File: src/tbxr_pkg.sv
package tbxr_pkg;

    localparam int RING_DEPTH = 256;
    localparam int IDX_W = $clog2(RING_DEPTH);
    localparam int WIN_W = 9;
    localparam int SEC_W = 35;
    localparam int TS_W = 64;
    localparam int XID_W = 32;
    localparam logic [29:0] ONE_SEC_NS = 30'd1000000000;
    // floor(2^61 / 1e9), applied to timestamp >> 29
    localparam logic [31:0] DIV_RECIP = 32'd2305843009;
    localparam logic [XID_W-1:0] INVALID_XID = '0;
    localparam logic [WIN_W-1:0] WINDOW_RESET = 9'd256;

    typedef enum logic [1:0] {
        ACT_RECORD = 2'd0,
        ACT_LOOKUP = 2'd1,
        ACT_FILL   = 2'd2,
        ACT_NONE   = 2'd3
    } action_t;

    typedef enum logic [2:0] {
        ST_RECORDED = 3'd0,
        ST_SKIPPED  = 3'd1,
        ST_HIT      = 3'd2,
        ST_AHEAD    = 3'd3,
        ST_TOO_OLD  = 3'd4
    } status_t;

    typedef enum logic [3:0] {
        S_CLEAR, S_IDLE, S_DIV, S_MODS, S_MODH, S_RDH, S_WRH, S_GAP,
        S_RDN, S_RDL, S_OUT
    } fsm_t;

    typedef enum logic [2:0] {
        PH_MUL0, PH_MUL1, PH_MUL2, PH_SUB, PH_FIX
    } div_phase_t;

    typedef struct packed {
        logic         start;
        logic [TS_W-1:0] dividend;
    } div_req_t;

    typedef struct packed {
        logic             busy;
        logic             done;
        logic [TS_W-1:0]  quot;
    } div_rsp_t;

endpackage

File: src/tbxr_div.sv
module tbxr_div import tbxr_pkg::*; (
    input  logic     aclk,
    input  logic     aresetn,
    input  div_req_t req,
    output div_rsp_t rsp
);
    // divide by one billion: reciprocal multiply on ts >> 29 gives an
    // estimate at most three low, then compare-and-subtract fixes it up
    logic [TS_W-1:0]  ts_reg, ts_next;
    logic [TS_W-1:0]  prod_reg, prod_next;
    logic [SEC_W-1:0] q_reg, q_next;
    logic [TS_W-1:0]  r_reg, r_next;
    div_phase_t       ph_reg, ph_next;
    logic             busy_reg, busy_next;
    logic             done_reg, done_next;
    logic [31:0]      hi_prod;

    always_comb begin
        ts_next   = ts_reg;
        prod_next = prod_reg;
        q_next    = q_reg;
        r_next    = r_reg;
        ph_next   = ph_reg;
        busy_next = busy_reg;
        done_next = 1'b0;
        // upper quotient bits times 1e9, only the part below bit 64 matters
        hi_prod   = {29'd0, q_reg[SEC_W-1:32]} * {2'd0, ONE_SEC_NS};
        if (req.start) begin
            ts_next   = req.dividend;
            ph_next   = PH_MUL0;
            busy_next = 1'b1;
        end else if (busy_reg) begin
            unique case (ph_reg)
                PH_MUL0: begin
                    prod_next = {32'd0, ts_reg[60:29]} * {32'd0, DIV_RECIP};
                    ph_next = PH_MUL1;
                end
                PH_MUL1: begin
                    q_next = {3'd0, prod_reg[63:32]}
                           + {32'd0, ts_reg[63:61]} * {3'd0, DIV_RECIP};
                    ph_next = PH_MUL2;
                end
                PH_MUL2: begin
                    prod_next = {32'd0, q_reg[31:0]} * {34'd0, ONE_SEC_NS};
                    ph_next = PH_SUB;
                end
                PH_SUB: begin
                    r_next = ts_reg - prod_reg - {hi_prod, 32'd0};
                    ph_next = PH_FIX;
                end
                PH_FIX: begin
                    if (r_reg >= {34'd0, ONE_SEC_NS}) begin
                        r_next = r_reg - {34'd0, ONE_SEC_NS};
                        q_next = q_reg + 35'd1;
                    end else begin
                        busy_next = 1'b0;
                        done_next = 1'b1;
                    end
                end
                default: ph_next = PH_MUL0;
            endcase
        end
    end

    always_ff @(posedge aclk) begin
        if (!aresetn) begin
            busy_reg <= 1'b0;
            done_reg <= 1'b0;
            ph_reg   <= PH_MUL0;
        end else begin
            busy_reg <= busy_next;
            done_reg <= done_next;
            ph_reg   <= ph_next;
        end
        ts_reg   <= ts_next;
        prod_reg <= prod_next;
        q_reg    <= q_next;
        r_reg    <= r_next;
    end

    assign rsp.busy = busy_reg;
    assign rsp.done = done_reg;
    assign rsp.quot = {{(TS_W-SEC_W){1'b0}}, q_reg};

`ifndef SYNTHESIS
    a_done_after_busy: assert property (@(posedge aclk) disable iff (!aresetn)
        done_reg |-> !busy_reg) else $error("divider done while busy");
    a_cnt_idle: assert property (@(posedge aclk) disable iff (!aresetn)
        !busy_reg && !req.start |=> !busy_reg) else $error("divider started by itself");
    a_start_busy: assert property (@(posedge aclk) disable iff (!aresetn)
        req.start |=> busy_reg) else $error("divider did not start");
`endif
endmodule

File: config.mk
export PLATFORM = sky130hd
export DESIGN_NAME = tbxr_div
export DESIGN_NICKNAME = d
export VERILOG_FILES = /design/src/tbxr_pkg.sv /design/src/tbxr_div.sv
export SDC_FILE = /design/constraint.sdc
export NUM_CORES = 2
export LEC_CHECK = 0
export ABC_AREA = 1
export BUFFER_PORTS_ARGS = -buffer_cell sky130_fd_sc_hd__buf_2
export CAP_MARGIN = 10
export CORE_MARGIN = 1
export CORE_UTILIZATION = 40
export DETAILED_ROUTE_END_ITERATION = 10
export PLACE_DENSITY_LB_ADDON = 0.25
export SLEW_MARGIN = 30
export SYNTH_ARGS = -nofsm -noshare
export SYNTH_HDL_FRONTEND = slang
export SYNTH_SLANG_ARGS = --single-unit
File: constraint.sdc
create_clock -name aclk -period 6.1 [get_ports aclk]
set_clock_uncertainty 0.1 [all_clocks]
set_input_delay 1.22 -clock aclk [delete_from_list [all_inputs] [get_ports aclk]]
set_output_delay 1.22 -clock aclk [all_outputs]
set_load 0.05 [all_outputs]
After elaboration in Yosys (flattened, before gate mapping)
Cells that the tools add are included.
{ "op_classes": {"addsub": 5, "n_reduce_logical": 10, "mul": 4, "eq_ne": 5, "bitwise": 4, "mux": 11, "n_lt_le_gt_ge": 1} }
{ "ops": {"columns": ["operator", "count"], "rows": [
  ["$pmux 64 s2", 2],
  ["$sub 64x64->64", 2],
  ["$pmux 35 s2", 1],
  ["$ge 64x30->1 const B", 1],
  ["$mul 32x32->64 const B", 1],
  ["$mux 64", 1],
  ["$sub 64x30->64 const B", 1],
  ["$mul 32x21->53 const B", 1],
  ["$add 32x35->35", 1],
  ["$add 35x1->35 const B", 1],
  ["$mul 3x32->35 const B", 1],
  ["$mux 35", 1],
  ["$mul 3x21->23 const B", 1],
  ["$pmux 3 s5", 1],
  ["$reduce_and 4->1", 2],
  ["$eq 3x2->1 const B", 2],
  ["$reduce_bool 2->1", 3],
  ["$mux 1", 5],
  ["$not 1->1", 4],
  ["$reduce_or 4->1", 1],
  ["$eq 3x1->1 const B", 1],
  ["$eq 3x3->1 const B", 1],
  ["$logic_not 3->1", 1],
  ["$reduce_and 3->1", 1],
  ["3 further kinds", 3]
]} }
{ "word_totals": {"register_bits": 232, "inputBits": 67} }

Depth between registers and ports, before layout
{ "depth": {"depth_word": 5, "ltp_mapped": 28, "mapped_depth_nobuf": 28} }

Worst setup path after synthesis
Ideal clock, no wire load.
{ "synth_path": {"kind": "register to register", "start": "register ts_reg[45]", "end": "register prod_reg[28] (data pin)", "setup_slack_ps": -93, "stages_incl_launch_ff": 25, "path_buffers": 0, "setup_time_ps": 256, "arrival_ps": 5837, "path_cell_list": "edfxtp_1 -> inv_1 -> fa_1 -> inv_1 -> fa_1 -> fa_1 -> inv_1 -> fa_1 -> inv_1 -> fa_1 -> inv_1 -> fa_1 -> inv_1 -> fa_1 -> ha_1 -> ha_1 -> nand2_1 -> inv_1 -> a21oi_1 -> inv_1 -> a21oi_1 -> nand3_1 -> or2_2 -> nand3_1 -> nand2_1"} }
{ "synth_via": {"elab_chain_len": 2} }
{ "synth_rtl": {"columns": ["element", "line", "rtl"], "rows": [
  ["from (decl)", "tbxr_div.sv:9", "logic [TS_W-1:0] ts_reg, ts_next;"],
  ["from (signal assigned)", "tbxr_div.sv:75", "ts_reg <= ts_next;"],
  ["$mul 32x32->64", "tbxr_div.sv:35", "prod_next = {32'd0, ts_reg[60:29]} * {32'd0, DIV_RECIP};"],
  ["$pmux 64 s2", "tbxr_div.sv:33", "unique case (ph_reg)"],
  ["to (signal assigned)", "tbxr_div.sv:76", "prod_reg <= prod_next;"],
  ["to (decl)", "tbxr_div.sv:10", "logic [TS_W-1:0] prod_reg, prod_next;"]
]} }
Every way passes these cells.
A chain may end at the register's enable or synchronous reset.

Final worst setup path
{ "layout_path": {"start": "register ts_reg[41]", "end": "register prod_reg[34] (data pin)"} }
Same word-level chain as after synthesis.

==> flow_summary.ini <==
[cts]
cts_made_buffers = 34
clk_pin_slew_ns = 0.06
cts_root_buffer = clkbuf_16
cts.sink_count = 223
htreeDepth = 2
holdBufCountCts = 0
clock_path_buffers = 3
clock_latency_ns = 0.64
cts_tree = done

[timing]
drv_slew = 0
max_clock_freq_mhz = 158.7
final-hold-violation-count = 0
tns_ns = -4.059
worst_pin_slew_ns = 0.9958
setup_viol = 40
fin_ws_ns = -0.2008
finalCritPeriodShare_pct = 103.3
slew_headroom_pct = 33.62
period_needed_ns = 6.301
rsz0062_at_grt = yes
whs_ns = 0.3929

[logic_synthesis]
yosysWarnings = 0
synth_top_flop_cell = edfxtp_1
synth_top_family_by_area = adder cells
synth_fa_ha_area_share_pct = 43.87
ys_async_sr_fraction_pct = 0
muxShareOfSynthArea_pct = 0
syn_area_sq_um = 53480
yosysTopAreaCellShare_pct = 24.41
synth.area.top_cells = fa_1 (24%), ha_1 (19%), inv_1 (15%), edfxtp_1 (12%), nand2_1 (12%)
synth_area_leader_cell = fa_1
synth-edff-count = 218
synth-seq-cells = 223
ys_types = 58
synth_seq_area_share_pct = 12.43
syn_inst = 7253
synth-compound-area-share_pct = 5.201
synth-xor-area-share_pct = 1.327
syn_area_per_cell_sq_um = 7.373
synth_simple_gate_area_share_pct = 21.81

[worst_setup_path]
crit_slowest_cell = fa_1
critPathKind = flop to flop
crit_top_cell = fa_1
r2r_setup_slack_ns = -0.20
arrival_ns = 6.56
start_kind = flop
crit_path_end_kind = flop
slowest_delay_ns = 0.56
required_ns = 6.36
cp_max_fo = 5

[routing]
ant_nets = 0
wl_met3_um = 13320
drtIter0Drc = 3756
drc_errors = 0
drt_pass1_iterations = 6
wl_met2_um = 91900
wl_met1_um = 90300
viasPerCell = 4.993
wl_per_cell_um = 21.04
vias = 48600
wl_um = 204800
top_layer = met5

[grt]
grt_max_degree = 62
grt_pass1_vias = 49540
grt_overflow = 0
track_usage_pct = 30.44
antenna_found_initial = 8
grt_pass1_wl_um = 305900

[place]
placed_cells = 9599
port_buffers = 103
dpl-instance-area_sq_um = 60010
dp_hpwl_um = 178100
gp_congestion = 1.037

[cells_and_area]
multiInputGateArea_sq_um = 41910
drive_above_1_share_pct = 17.96
fin_area_sq_um = 65030
ff_latch_area_sq_um = 6646
syn2layout_area_growth_pct = 21.61
fin_nets = 9505
antenna_cells = 0
fin_cells = 9734
n_fill_cell = 13230

[floorplan]
core-area_sq_um = 132100
ios = 133
die_x_um = 367.6
die_y_um = 367.6
die_area_sq_um = 135200
rows = 133
initial_core_util_pct = 40.47

[worst_hold_path]
hold_path.class = flop to flop

[outcome]
violations = negative setup slack
status = finished with violations

[flow_run]
drv_cap = 0
through the flow:
stage	util, %	worst slack (ns)
after floorplan	-	0.008289
after global placement	45.40	-0.9069
after detailed placement	45.42	-0.8788
after CTS	47.85	-0.2113
after global routing	49.22	-0.4096
final	49.22	-0.2008
layout by cell type, fill, tap and decap left out, drive strengths merged, types with 3 or more instances in the layout:
master | Yosys | layout
dfxtp | 5 | 5
a31oi | 9 | 9
clkbuf | 26 | 38
nor2 | 465 | 465
nand2 | 1736 | 1736
and2 | 6 | 6
or2 | 20 | 20
and3 | 5 | 5
a21boi | 3 | 3
clkinvlp | 0 | 6
xnor2 | 30 | 30
o21a | 7 | 7
ha | 832 | 832
nor3 | 60 | 60
fa | 652 | 652
clkinv | 1 | 18
a21oi | 262 | 262
o21ai | 189 | 189
o211ai | 3 | 3
nor4 | 14 | 14
edfxtp | 218 | 218
o21bai | 25 | 25
bufinv | 0 | 4
o22ai | 5 | 5
conb | 1 | 29
nand4 | 92 | 92
nand3 | 371 | 371
nand3b | 21 | 21
a21o | 8 | 8
xor2 | 51 | 51
buf | 42 | 705
inv | 2082 | 2078
synth_stat cells (all sizes together) (21+ instances only):
cell type / n
inv: 2082
nand2: 1736
ha: 832
fa: 652
nor2: 465
nand3: 371
a21oi: 262
edfxtp: 218
o21ai: 189
nand4: 92
nor3: 60
xor2: 51
buf: 42
xnor2: 30
clkbuf: 26
o21bai: 25
nand3b: 21
path summary, 6_finish.rpt:
path,from,end,cells past startpoint
min,ph_reg[2]$_SDFFE_PP0P_,ph_reg[2]$_SDFFE_PP0P_,2
max,ts_reg[41]$_DFFE_PP_,prod_reg[34]$_DFFE_PP_,25
max reg2reg,ts_reg[41]$_DFFE_PP_,prod_reg[34]$_DFFE_PP_,25
min reg2reg,ph_reg[2]$_SDFFE_PP0P_,ph_reg[2]$_SDFFE_PP0P_,2
critical path, delay by kind of cell (launching register included):
family                   cells  cell delay [ns]
AO/OA/AOI/OAI                2             0.43
adder cells (fa/ha/maj)      9             3.85
buffers and inverters        7             0.52
flip-flops                   1             0.41
AND/OR/NAND/NOR              7             0.71
layer usage:
layer / up-vias / track usage, %
met2: 1415 / 49.07
met3: 323 / 3.989
met1: 23420 / 41.41
li1: 23440 / -
met5: - / 0
met4: 10 / 11.47
timing repair:
| item | 4_1_cts | 5_1_grt |
|---|---|---|
| gates resized for setup | 425 | 387 |
| pin swaps | 102 | 161 |
| buffers inserted | 45 | 32 |
| setup endpoints to repair | 45 | 48 |
cell families after synthesis:
| kind of cell | after synthesis |
|---|---|
| compound gates | 520 |
| xor+xnor | 81 |
| fa+ha+maj | 1484 |
| buf+inv | 2151 |
| flops | 223 |
| other cells | 1 |
| simple gates | 2793 |
area by class of cell:
cell class / count / area share, %
inverters: 2083 / 12.09
clock inverters: 23 / 0.4079
multi-input cells: 4907 / 64.44
well taps: 1755 / 3.377
flip-flops and latches: 223 / 10.22
repair buffers: 705 / 8.140
clock buffers: 38 / 1.331
Power is not shown: default switching activity piles up to over one toggle a cycle in this logic, so the estimate is an artifact.
